File: src/design/kcsv_pkg.sv
// Shared types, key strings and helpers for the keyed CSV field parser.
package kcsv_pkg;

    localparam int HIST_DEPTH = 6;

    localparam logic [31:0] KEY_LEN    = "len=";
    localparam logic [55:0] KEY_FRAMES = "frames=";
    localparam logic [47:0] KEY_CRC    = "crc32=";

    localparam logic [31:0] FRAMES_MAX     = 32'h0000_FFFF;
    localparam logic [3:0]  CRC_MAX_DIGITS = 4'd8;
    localparam logic [3:0]  CRC_CNT_SAT    = 4'd9;

    // Operation codes carried with each byte
    localparam logic OP_START = 1'b0;
    localparam logic OP_END   = 1'b1;

    typedef enum logic [2:0] {
        PH_SEARCH = 3'b001,
        PH_READ   = 3'b010,
        PH_DONE   = 3'b100
    } phase_t;

    // Post-update view of a decimal field tracker
    typedef struct packed {
        logic        found;
        logic        seen;
        logic [31:0] acc;
    } dec_status_t;

    // acc * 10 + digit, wrapping at 32 bits
    function automatic logic [31:0] dec_shift_add(input logic [31:0] acc,
                                                  input logic [3:0]  digit);
        dec_shift_add = (acc << 3) + (acc << 1) + {28'd0, digit};
    endfunction

endpackage

File: src/design/kcsv_dec_track.sv
// Decimal field tracker: waits for its key, then accumulates the digits after it.
module kcsv_dec_track
    import kcsv_pkg::*;
(
    input  logic        clk,
    input  logic        rst_n,
    input  logic        advance,
    input  logic        clear,
    input  logic        is_digit,
    input  logic [3:0]  digit,
    input  logic        key_hit,
    output dec_status_t status
);

    phase_t      phase_reg, phase_next;
    logic [31:0] acc_reg, acc_next;
    logic        seen_reg, seen_next;

    always_comb
    begin
        phase_next = phase_reg;
        acc_next   = acc_reg;
        seen_next  = seen_reg;
        unique case (phase_reg)
            PH_SEARCH:
            begin
                if (key_hit)
                begin
                    phase_next = PH_READ;
                    acc_next   = '0;
                    seen_next  = 1'b0;
                end
            end
            PH_READ:
            begin
                if (is_digit)
                begin
                    acc_next  = dec_shift_add(acc_reg, digit);
                    seen_next = 1'b1;
                end
                else
                begin
                    phase_next = PH_DONE;
                end
            end
            PH_DONE:
            begin
                phase_next = PH_DONE;
            end
            default:
            begin
                phase_next = PH_SEARCH;
            end
        endcase
    end

    assign status.found = (phase_next != PH_SEARCH);
    assign status.seen  = seen_next;
    assign status.acc   = acc_next;

    always_ff @(posedge clk or negedge rst_n)
    begin
        if (!rst_n)
        begin
            phase_reg <= PH_SEARCH;
            acc_reg   <= '0;
            seen_reg  <= 1'b0;
        end
        else if (advance)
        begin
            // drop everything once the payload closes
            if (clear)
            begin
                phase_reg <= PH_SEARCH;
                acc_reg   <= '0;
                seen_reg  <= 1'b0;
            end
            else
            begin
                phase_reg <= phase_next;
                acc_reg   <= acc_next;
                seen_reg  <= seen_next;
            end
        end
    end

endmodule

File: src/design/keyed_csv_field_parser.sv
// Top level of the keyed CSV field parser.
// Bytes of a text payload enter one per beat on the byte channel; the beat with last set
// closes the payload and produces one result beat. In start mode the payload must carry
// "len=" and "frames=" with decimal digits and "crc32=" with one to eight hex digits
// (first occurrence of each key decides); in end mode only "crc32=" counts. A byte is
// taken every cycle: it is registered, then one pass of compare and shift-add logic updates
// the three field trackers and, on the last byte, loads the result register. The result
// is registered behind the byte stage, and bytes keep flowing while a result waits; only a
// second last byte stalls until the waiting result is taken.
module keyed_csv_field_parser
    import kcsv_pkg::*;
(
    input  logic        clk,
    input  logic        rst_n,
    input  logic        byte_valid,
    output logic        byte_ready,
    input  logic [7:0]  data_byte,
    input  logic        last,
    input  logic        operation,
    output logic        result_valid,
    input  logic        result_ready,
    output logic        ok,
    output logic [31:0] total_len,
    output logic [15:0] frames,
    output logic [31:0] crc_value
);

    logic       s1_valid_reg;
    logic [7:0] s1_byte_reg;
    logic       s1_last_reg;
    logic       s1_op_reg;
    logic       advance;

    logic [7:0] hist_reg [HIST_DEPTH];

    logic        result_valid_reg;
    logic        ok_reg;
    logic [31:0] total_len_reg;
    logic [15:0] frames_reg;
    logic [31:0] crc_value_reg;

    phase_t      crc_phase_reg, crc_phase_next;
    logic [31:0] crc_acc_reg, crc_acc_next;
    logic [3:0]  crc_cnt_reg, crc_cnt_next;

    logic        is_dec, is_hex;
    logic [3:0]  nibble;
    logic        hit_len, hit_frames, hit_crc;
    dec_status_t len_status, frames_status;
    logic        ok_len, ok_frames, ok_crc, ok_next;

    // Advance the byte stage unless a last byte would land on a full result register
    assign advance    = s1_valid_reg && (!s1_last_reg || !result_valid_reg || result_ready);
    assign byte_ready = !s1_valid_reg || advance;

    always_ff @(posedge clk or negedge rst_n)
    begin
        if (!rst_n)
        begin
            s1_valid_reg <= 1'b0;
        end
        else if (byte_ready)
        begin
            s1_valid_reg <= byte_valid;
        end
    end

    always_ff @(posedge clk)
    begin
        if (byte_valid && byte_ready)
        begin
            s1_byte_reg <= data_byte;
            s1_last_reg <= last;
            s1_op_reg   <= operation;
        end
    end

    // Character classes
    always_comb
    begin
        is_dec = (s1_byte_reg >= 8'h30) && (s1_byte_reg <= 8'h39);
        is_hex = is_dec
              || ((s1_byte_reg >= 8'h41) && (s1_byte_reg <= 8'h46))
              || ((s1_byte_reg >= 8'h61) && (s1_byte_reg <= 8'h66));
        nibble = is_dec ? s1_byte_reg[3:0] : (s1_byte_reg[3:0] + 4'd9);
    end

    // Key windows end at the current byte
    assign hit_len    = ({hist_reg[3], hist_reg[4], hist_reg[5], s1_byte_reg} == KEY_LEN);
    assign hit_frames = ({hist_reg[0], hist_reg[1], hist_reg[2], hist_reg[3],
                          hist_reg[4], hist_reg[5], s1_byte_reg} == KEY_FRAMES);
    assign hit_crc    = ({hist_reg[1], hist_reg[2], hist_reg[3],
                          hist_reg[4], hist_reg[5], s1_byte_reg} == KEY_CRC);

    always_ff @(posedge clk or negedge rst_n)
    begin
        if (!rst_n)
        begin
            for (int i = 0; i < HIST_DEPTH; i++)
            begin
                hist_reg[i] <= '0;
            end
        end
        else if (advance)
        begin
            for (int i = 0; i < HIST_DEPTH - 1; i++)
            begin
                hist_reg[i] <= s1_last_reg ? 8'd0 : hist_reg[i + 1];
            end
            hist_reg[HIST_DEPTH - 1] <= s1_last_reg ? 8'd0 : s1_byte_reg;
        end
    end

    kcsv_dec_track u_len_track (
        .clk      (clk),
        .rst_n    (rst_n),
        .advance  (advance),
        .clear    (s1_last_reg),
        .is_digit (is_dec),
        .digit    (s1_byte_reg[3:0]),
        .key_hit  (hit_len),
        .status   (len_status)
    );

    kcsv_dec_track u_frames_track (
        .clk      (clk),
        .rst_n    (rst_n),
        .advance  (advance),
        .clear    (s1_last_reg),
        .is_digit (is_dec),
        .digit    (s1_byte_reg[3:0]),
        .key_hit  (hit_frames),
        .status   (frames_status)
    );

    // Hex tracker for the crc field
    always_comb
    begin
        crc_phase_next = crc_phase_reg;
        crc_acc_next   = crc_acc_reg;
        crc_cnt_next   = crc_cnt_reg;
        unique case (crc_phase_reg)
            PH_SEARCH:
            begin
                if (hit_crc)
                begin
                    crc_phase_next = PH_READ;
                    crc_acc_next   = '0;
                    crc_cnt_next   = '0;
                end
            end
            PH_READ:
            begin
                if (is_hex)
                begin
                    crc_acc_next = {crc_acc_reg[27:0], nibble};
                    if (crc_cnt_reg < CRC_CNT_SAT)
                    begin
                        crc_cnt_next = crc_cnt_reg + 4'd1;
                    end
                end
                else
                begin
                    crc_phase_next = PH_DONE;
                end
            end
            PH_DONE:
            begin
                crc_phase_next = PH_DONE;
            end
            default:
            begin
                crc_phase_next = PH_SEARCH;
            end
        endcase
    end

    always_ff @(posedge clk or negedge rst_n)
    begin
        if (!rst_n)
        begin
            crc_phase_reg <= PH_SEARCH;
            crc_acc_reg   <= '0;
            crc_cnt_reg   <= '0;
        end
        else if (advance)
        begin
            if (s1_last_reg)
            begin
                crc_phase_reg <= PH_SEARCH;
                crc_acc_reg   <= '0;
                crc_cnt_reg   <= '0;
            end
            else
            begin
                crc_phase_reg <= crc_phase_next;
                crc_acc_reg   <= crc_acc_next;
                crc_cnt_reg   <= crc_cnt_next;
            end
        end
    end

    always_comb
    begin
        ok_len    = len_status.found && len_status.seen;
        ok_frames = frames_status.found && frames_status.seen
                 && (frames_status.acc <= FRAMES_MAX);
        ok_crc    = (crc_phase_next != PH_SEARCH) && (crc_cnt_next != 4'd0)
                 && (crc_cnt_next <= CRC_MAX_DIGITS);
        ok_next   = (s1_op_reg == OP_END) ? ok_crc : (ok_len && ok_frames && ok_crc);
    end

    always_ff @(posedge clk or negedge rst_n)
    begin
        if (!rst_n)
        begin
            result_valid_reg <= 1'b0;
        end
        else if (advance && s1_last_reg)
        begin
            result_valid_reg <= 1'b1;
        end
        else if (result_ready)
        begin
            result_valid_reg <= 1'b0;
        end
    end

    always_ff @(posedge clk)
    begin
        if (advance && s1_last_reg)
        begin
            ok_reg        <= ok_next;
            total_len_reg <= (ok_next && s1_op_reg == OP_START) ? len_status.acc : 32'd0;
            frames_reg    <= (ok_next && s1_op_reg == OP_START) ? frames_status.acc[15:0]
                                                                : 16'd0;
            crc_value_reg <= ok_next ? crc_acc_next : 32'd0;
        end
    end

    assign result_valid = result_valid_reg;
    assign ok           = ok_reg;
    assign total_len    = total_len_reg;
    assign frames       = frames_reg;
    assign crc_value    = crc_value_reg;

endmodule

File: config.mk
export PLATFORM = sky130hd
export DESIGN_NAME = keyed_csv_field_parser
export DESIGN_NICKNAME = d
export VERILOG_FILES = /design/src/design/kcsv_pkg.sv /design/src/design/kcsv_dec_track.sv /design/src/design/keyed_csv_field_parser.sv
export SDC_FILE = /design/constraint.sdc
export NUM_CORES = 1
export LEC_CHECK = 0
export BUFFER_PORTS_ARGS = -buffer_cell sky130_fd_sc_hd__buf_2
export CAP_MARGIN = 10
export CELL_PAD_IN_SITES_DETAIL_PLACEMENT = 0
export CELL_PAD_IN_SITES_GLOBAL_PLACEMENT = 1
export CORE_MARGIN = 3
export CORE_UTILIZATION = 52
export CTS_CLUSTER_DIAMETER = 100
export DETAILED_ROUTE_END_ITERATION = 8
export GPL_TIMING_DRIVEN = 0
export PLACE_DENSITY_LB_ADDON = 0.15
export SLEW_MARGIN = 5
export SYNTH_ARGS = -nofsm -noshare
export SYNTH_HDL_FRONTEND = slang
export SYNTH_SLANG_ARGS = --single-unit
export TNS_END_PERCENT = 50
File: constraint.sdc
create_clock -name clk -period 8.3 [get_ports clk]
set_clock_uncertainty 0.15 [all_clocks]
set_input_delay 0.415 -clock clk [delete_from_list [all_inputs] [get_ports clk]]
set_output_delay 0.415 -clock clk [all_outputs]
set_load 0.005 [all_outputs]
=== Word-level counts from Yosys, hierarchy flattened ===
Cells that the tools add are included.

* Flip-flop bits (word level): 252
* Bits of input ports: 14
* Output and inout bits: 83

* Bitwise logic cells: 1
* $lt $le $gt $ge: 9
* Equality and inequality tests: 15
* Reductions and logical operators: 24
* Add/sub/neg operators: 6
* Multiplexer cells: 47

{| class="wikitable"
|+ Operator list
! kind !! number
|-
| $mux W32 || 9
|-
| $pmux W32 S2 || 3
|-
| $add A32 B32 Y32 || 2
|-
| $add A32 B4 Y32 || 2
|-
| $eq A56 B55 Y1 const B || 1
|-
| $eq A48 B47 Y1 const B || 1
|-
| $mux W8 || 6
|-
| $eq A32 B31 Y1 const B || 1
|-
| $le A32 B16 Y1 const B || 1
|-
| $mux W3 || 9
|-
| $pmux W3 S3 || 3
|-
| $mux W4 || 5
|-
| $ge A8 B7 Y1 const B || 2
|-
| $le A8 B7 Y1 const B || 2
|-
| $logic_and A1 B1 Y1 || 14
|-
| $eq A3 B1 Y1 const B || 3
|-
| $eq A3 B2 Y1 const B || 3
|-
| $eq A3 B3 Y1 const B || 3
|-
| $mux W1 || 9
|-
| $ne A3 B1 Y1 const B || 3
|-
| $ge A8 B6 Y1 const B || 1
|-
| $le A8 B6 Y1 const B || 1
|-
| $pmux W4 S2 || 1
|-
| $logic_or A1 B1 Y1 || 5
|-
| other kinds (9) || 12
|}

=== Depth between registers and ports, before layout ===
* Word-level depth: 12
* Depth in mapped cells: 17
* Gate-level depth less buffers: 15

=== Modules after synthesis ===
A second synthesis with hierarchy kept.

* Cell total of the unflattened synthesis: 1636
* Area total of the unflattened synthesis: 15904.0 µm²

{| class="wikitable"
|+ Modules (own cells, without submodules)
! module !! area an instance (µm²) !! cells an instance !! instances !! seq. area each (µm²)
|-
| keyed_csv_field_parser || 8368.0 || 729 || 1 || 4961.0
|-
| kcsv_dec_track (u_len_track) || 3813.7 || 464 || 1 || 902.1
|-
| kcsv_dec_track (u_frames_track) || 3722.3 || 443 || 1 || 902.1
|}

=== Worst setup path after synthesis ===
OpenSTA, ideal clock, no wires.

* Path kind: register to register
* Start: reg s1_last_reg
* End: reg crc_value_reg[0] (netlist: crc_value[0]), enable pin
* Clock period less this slack: 5.157 ns
* Stages on the path, launching flop included: 7
* Buffers on the path: 3
* Data arrival time: 4.485 ns
* Required time: 7.628 ns
* Path slack: 3.143 ns
* Cells stage by stage: edfxtp_1 clkbuf_1 nand2_1 nand2_1 clkbuf_1 clkbuf_1 nor2_1

* Word-level cells in the longest chain between the ends: 5

{| class="wikitable"
|+ Ends and longest elaborated chain
! element !! RTL line !! text
|-
| start, declared || keyed_csv_field_parser.sv:30 || <nowiki>logic s1_last_reg;</nowiki>
|-
| start signal, assigned || keyed_csv_field_parser.sv:73 || <nowiki>s1_last_reg <= last;</nowiki>
|-
| $logic_not A1 Y1 || keyed_csv_field_parser.sv:53 || <nowiki>assign advance = s1_valid_reg && (!s1_last_reg || !result_valid_reg || result_ready);</nowiki>
|-
| $logic_or A1 B1 Y1 (2 in a row) || keyed_csv_field_parser.sv:53 ||
|-
| $logic_and A1 B1 Y1 || keyed_csv_field_parser.sv:53 ||
|-
| $logic_and A1 B1 Y1 * || keyed_csv_field_parser.sv:231 || <nowiki>if (advance && s1_last_reg)</nowiki>
|-
| end signal, assigned || keyed_csv_field_parser.sv:237 || <nowiki>crc_value_reg <= ok_next ? crc_acc_next : 32'd0;</nowiki>
|-
| end, declared || keyed_csv_field_parser.sv:40 || <nowiki>logic [31:0] crc_value_reg;</nowiki>
|}

Every way passes the cells marked *; elsewhere a longest branch is shown, timed or not.
A chain may end at the register's enable or synchronous reset.

=== Final worst setup path ===
* Start: reg s1_byte_reg[3]
* End: reg crc_value_reg[1] (netlist: crc_value[1]), data pin

* Word-level cells in the longest chain between the ends: 11

{| class="wikitable"
|+ Ends and longest elaborated chain
! element !! RTL line !! text
|-
| start, declared || keyed_csv_field_parser.sv:29 || <nowiki>logic [7:0] s1_byte_reg;</nowiki>
|-
| start signal, assigned || keyed_csv_field_parser.sv:72 || <nowiki>s1_byte_reg <= data_byte;</nowiki>
|-
| branches (longest 11 deep; another with $add A32 B4 Y32) || n/a ||
|}

Several ways; the timed one is not identified.

==> results.cfg <==
[detailed_routing]
ant_nets = 0
wirelength_mm = 40.3
routed_via_density = 6.07
avgRoutedWirePerCell_um = 19.6
drc = 0
detail_route.iter0.violations = 1146
firstDrtPassIters = 5
num_vias = 12500

[global_route]
grt_overflow = 0
grt_first_pass_wirelength_mm = 65.0
antenna_found_initial = 0
grt_max_degree = 86
grt_pass1_vias = 12100
grt_usage = 0.263

[setup_path]
cp_num_buf_inv = 3
worstSetupPathType = reg -> reg
critPathTopFamily = compound AO/OA/AOI/OAI gates
crit_top_cell = o21a_1
crit_chain = inv_2, fa_1, inv_1, ha_1, a211oi_1, o21a_1, o21a_1, o311a_1, a21oi_2, o31a_1, a221oi_1, o21ai_1, nor4_2, a31oi_1, clkbuf_1, nor2_1
required_ps = 8530
arrival_ps = 5820
cpMaxStageDelayCell = edfxtp_1
slowest_delay_ps = 560
cp-start-kind = flop
end_kind = flop
worstPathMaxFanout = 10

[sta]
min_period_over_period = 0.674
grt_setup_unrepaired = no
finalSetupViolations = 0
tightest_slew_ps = 885
layout_min_cycle_time_ps = 5590
timing.fmax_mhz = 179
slew_violations = 0
tns_ps = 0
maxSlewHeadroom = 0.407
finalHoldViolations = 0

[clock_tree]
cts-root-buf = clkbuf_16
path_clk_slew_ps = 60
numCtsBuffers = 27
cts.path.max_buffers = 3
clock_latency_ps = 560
cts_htree_levels = 1
cts_sinks = 252
postCtsSetupBuffers = 0
cts_tree = built

[cells_and_area]
diodes = 0
fin_nets = 1806
fillers = 2348
finish.instance_area_um2 = 16800
largest_register_ffs = 48
area.growth.synth_to_final_pct = 15.2
drive_above_1_share = 0.104

[floorplanning]
ios = 97
chipWidth_um = 174
die-area_um2 = 30200
fp.coreArea_um2 = 27300
die_y_um = 174
rows = 60
initial_core_util = 0.536

[power_and_ir_drop]
seqPwrFrac = 0.446
switchingPower_w = 0.000815
clkPwrFrac = 0.443
cellLeakagePower_nw = 7.53
ir_worst_vdd_uv = 158
comb_power_share = 0.111
p_int_w = 0.00232
p_per_area_nw_per_um2 = 186
switching_share = 0.260

[synth]
post-synth-top-area-cell = dfrtp_1
yosysSeqAreaShare = 0.463
syn_area_per_cell_um2 = 9.58
synthCells = 1525
synthFlopType = dfrtp_1
synthArstFlopShare = 0.639
yosys_warnings = 0
synthesis.nets = 1664
synth_edf_count = 91
yosysUniqueCellTypes = 71
synth_top_area_frac = 0.271
synth_seq_cells = 252
ys_top_cells_by_area = dfrtp_1 (27%), edfxtp_1 (19%), ha_1 (10%)
synth_area_um2 = 14600

[worst_hold_path]
min_path_type = in -> reg

[run_status]
status = finished clean

[placed_design]
hpwl_mm = 28.7
place.port_buffers = 96
placedInstanceArea_um2 = 15700
place.gp.congestion = 0.923

[job]
drv_cap = 0
cell families (layout without fill, tap and decap cells):
| family | after synthesis | count (layout) | share of synthesized area |
|---|---|---|---|
| buffers and inverters | 102 | 265 | 0.0275 |
| adder cells (fa/ha/maj) | 125 | 125 | 0.109 |
| XOR/XNOR | 48 | 48 | 0.0288 |
| AO/OA/AOI/OAI | 408 | 408 | 0.184 |
| multiplexers | 2 | 2 | 0.00137 |
| flip-flops | 252 | 252 | 0.463 |
| AND/OR/NAND/NOR | 588 | 588 | 0.186 |
power by group through the flow:
stage | Sequential (W) | Combinational, W | Clock, W
3_3_place_gp | 0.00142 | 0.000325 | 0
4_1_cts | 0.00140 | 0.000347 | 0.00140
2_1_floorplan | 0.00141 | 0.000221 | 0
5_1_grt | 0.00141 | 0.000389 | 0.00146
3_5_place_dp | 0.00142 | 0.000340 | 0
6_report | 0.00140 | 0.000348 | 0.00139
per-layer routing:
layer  track usage  wire length [um]
met1         0.373             18300
met2         0.429             18500
met3        0.0344              2330
met4        0.0667              1120
met5             0                 0
final cells by class:
cell class                 count  area [um^2]  share of cell area
multi-input combinational   1171         7460               0.443
buffer                        78          312              0.0185
tap                          372          465              0.0277
sequential                   252         6770               0.402
timing repair buffer         113          713              0.0424
clock inverter                21          343              0.0204
clock buffer                  29          683              0.0406
inverter                      24         90.1             0.00535
worst reg2reg max path, cell delays in order, from the launching register on:
cell and delay [ps]:
edfxtp_1 560, inv_2 180, fa_1 560, inv_1 70, ha_1 310, a211oi_1 330, o21a_1 240, o21a_1 240
o311a_1 340, a21oi_2 110, o31a_1 340, a221oi_1 460, o21ai_1 190, nor4_2 350, a31oi_1 360, clkbuf_1 360
nor2_1 250
stage by stage:
| stage | cells | hold WS [ps] | utilization | setup slack [ps] | total power (W) |
|---|---|---|---|---|---|
| floorplan | 1525 | -30.6 | - | 3140 | 0.00163 |
| global placement | 1993 | 294 | 0.571 | 1000 | 0.00175 |
| detailed placement | 1998 | 284 | 0.576 | 2800 | 0.00176 |
| CTS | 2060 | 165 | 0.618 | 2790 | 0.00315 |
| global route | 2060 | 203 | 0.618 | 2430 | 0.00325 |
| finish | 2060 | 183 | 0.618 | 2710 | 0.00314 |
synth_stat cells, types with 6 or more instances:
cell and number:
a211oi_1 11, a21o_1 20, a21oi_1 113, a22o_1 61, a22oi_1 22, a31oi_1 15, a32oi_1 9, and2_1 11
and3_1 14, buf_1 8, clkbuf_1 65, dfrtp_1 158, edfxtp_1 91, ha_1 121, inv_1 22, nand2_1 250
nand2b_1 16, nand3_1 103, nand4_1 8, nand4b_1 6, nor2_1 101, nor2b_1 10, nor3_1 26, nor4_1 7
o211ai_1 7, o21a_1 15, o21ai_0 78, o21ai_1 6, o31ai_1 9, or2_2 7, or3_1 8, xnor2_1 30
xor2_1 18
timing repair:
| action | CTS | global route |
|---|---|---|
| hold buffers | 12 | 0 |
| hold endpoints to repair | 86 | 0 |
| resized for setup | 0 | 0 |
cell usage in the layout (no fill, tap or decap), types with 20 or more instances in the layout:
master | netlist | layout
nor3_1 | 26 | 26
clkbuf_16 | 0 | 27
nand2_1 | 250 | 250
o21ai_0 | 78 | 78
xnor2_1 | 30 | 30
a22o_1 | 61 | 61
buf_2 | 3 | 98
a21o_1 | 20 | 20
nand3_1 | 103 | 103
clkbuf_1 | 65 | 67
inv_1 | 22 | 22
dfrtp_1 | 158 | 158
nor2_1 | 101 | 100
a21oi_1 | 113 | 113
edfxtp_1 | 91 | 91
ha_1 | 121 | 121
a22oi_1 | 22 | 22
final timing paths:
path                                           from                                  end  slack [ps]  cells past startpoint
min                                    result_ready             s1_valid_reg$_DFFE_PN0N_         180                      4
max                        s1_byte_reg[3]$_DFFE_PP_           crc_value[1]$_SDFFCE_PN0P_        2710                     16
max reg2reg                s1_byte_reg[3]$_DFFE_PP_           crc_value[1]$_SDFFCE_PN0P_        2710                     16
min in group asynchronous                     rst_n             hist_reg[43]$_DFFE_PN0P_         280                      2
max in group asynchronous                     rst_n  u_len_track.acc_reg[10]$_DFFE_PN0P_        6840                      3
min reg2reg                hist_reg[42]$_DFFE_PN0P_             hist_reg[42]$_DFFE_PN0P_         310                      2
Note: power is estimated with default switching activity, not from simulation.
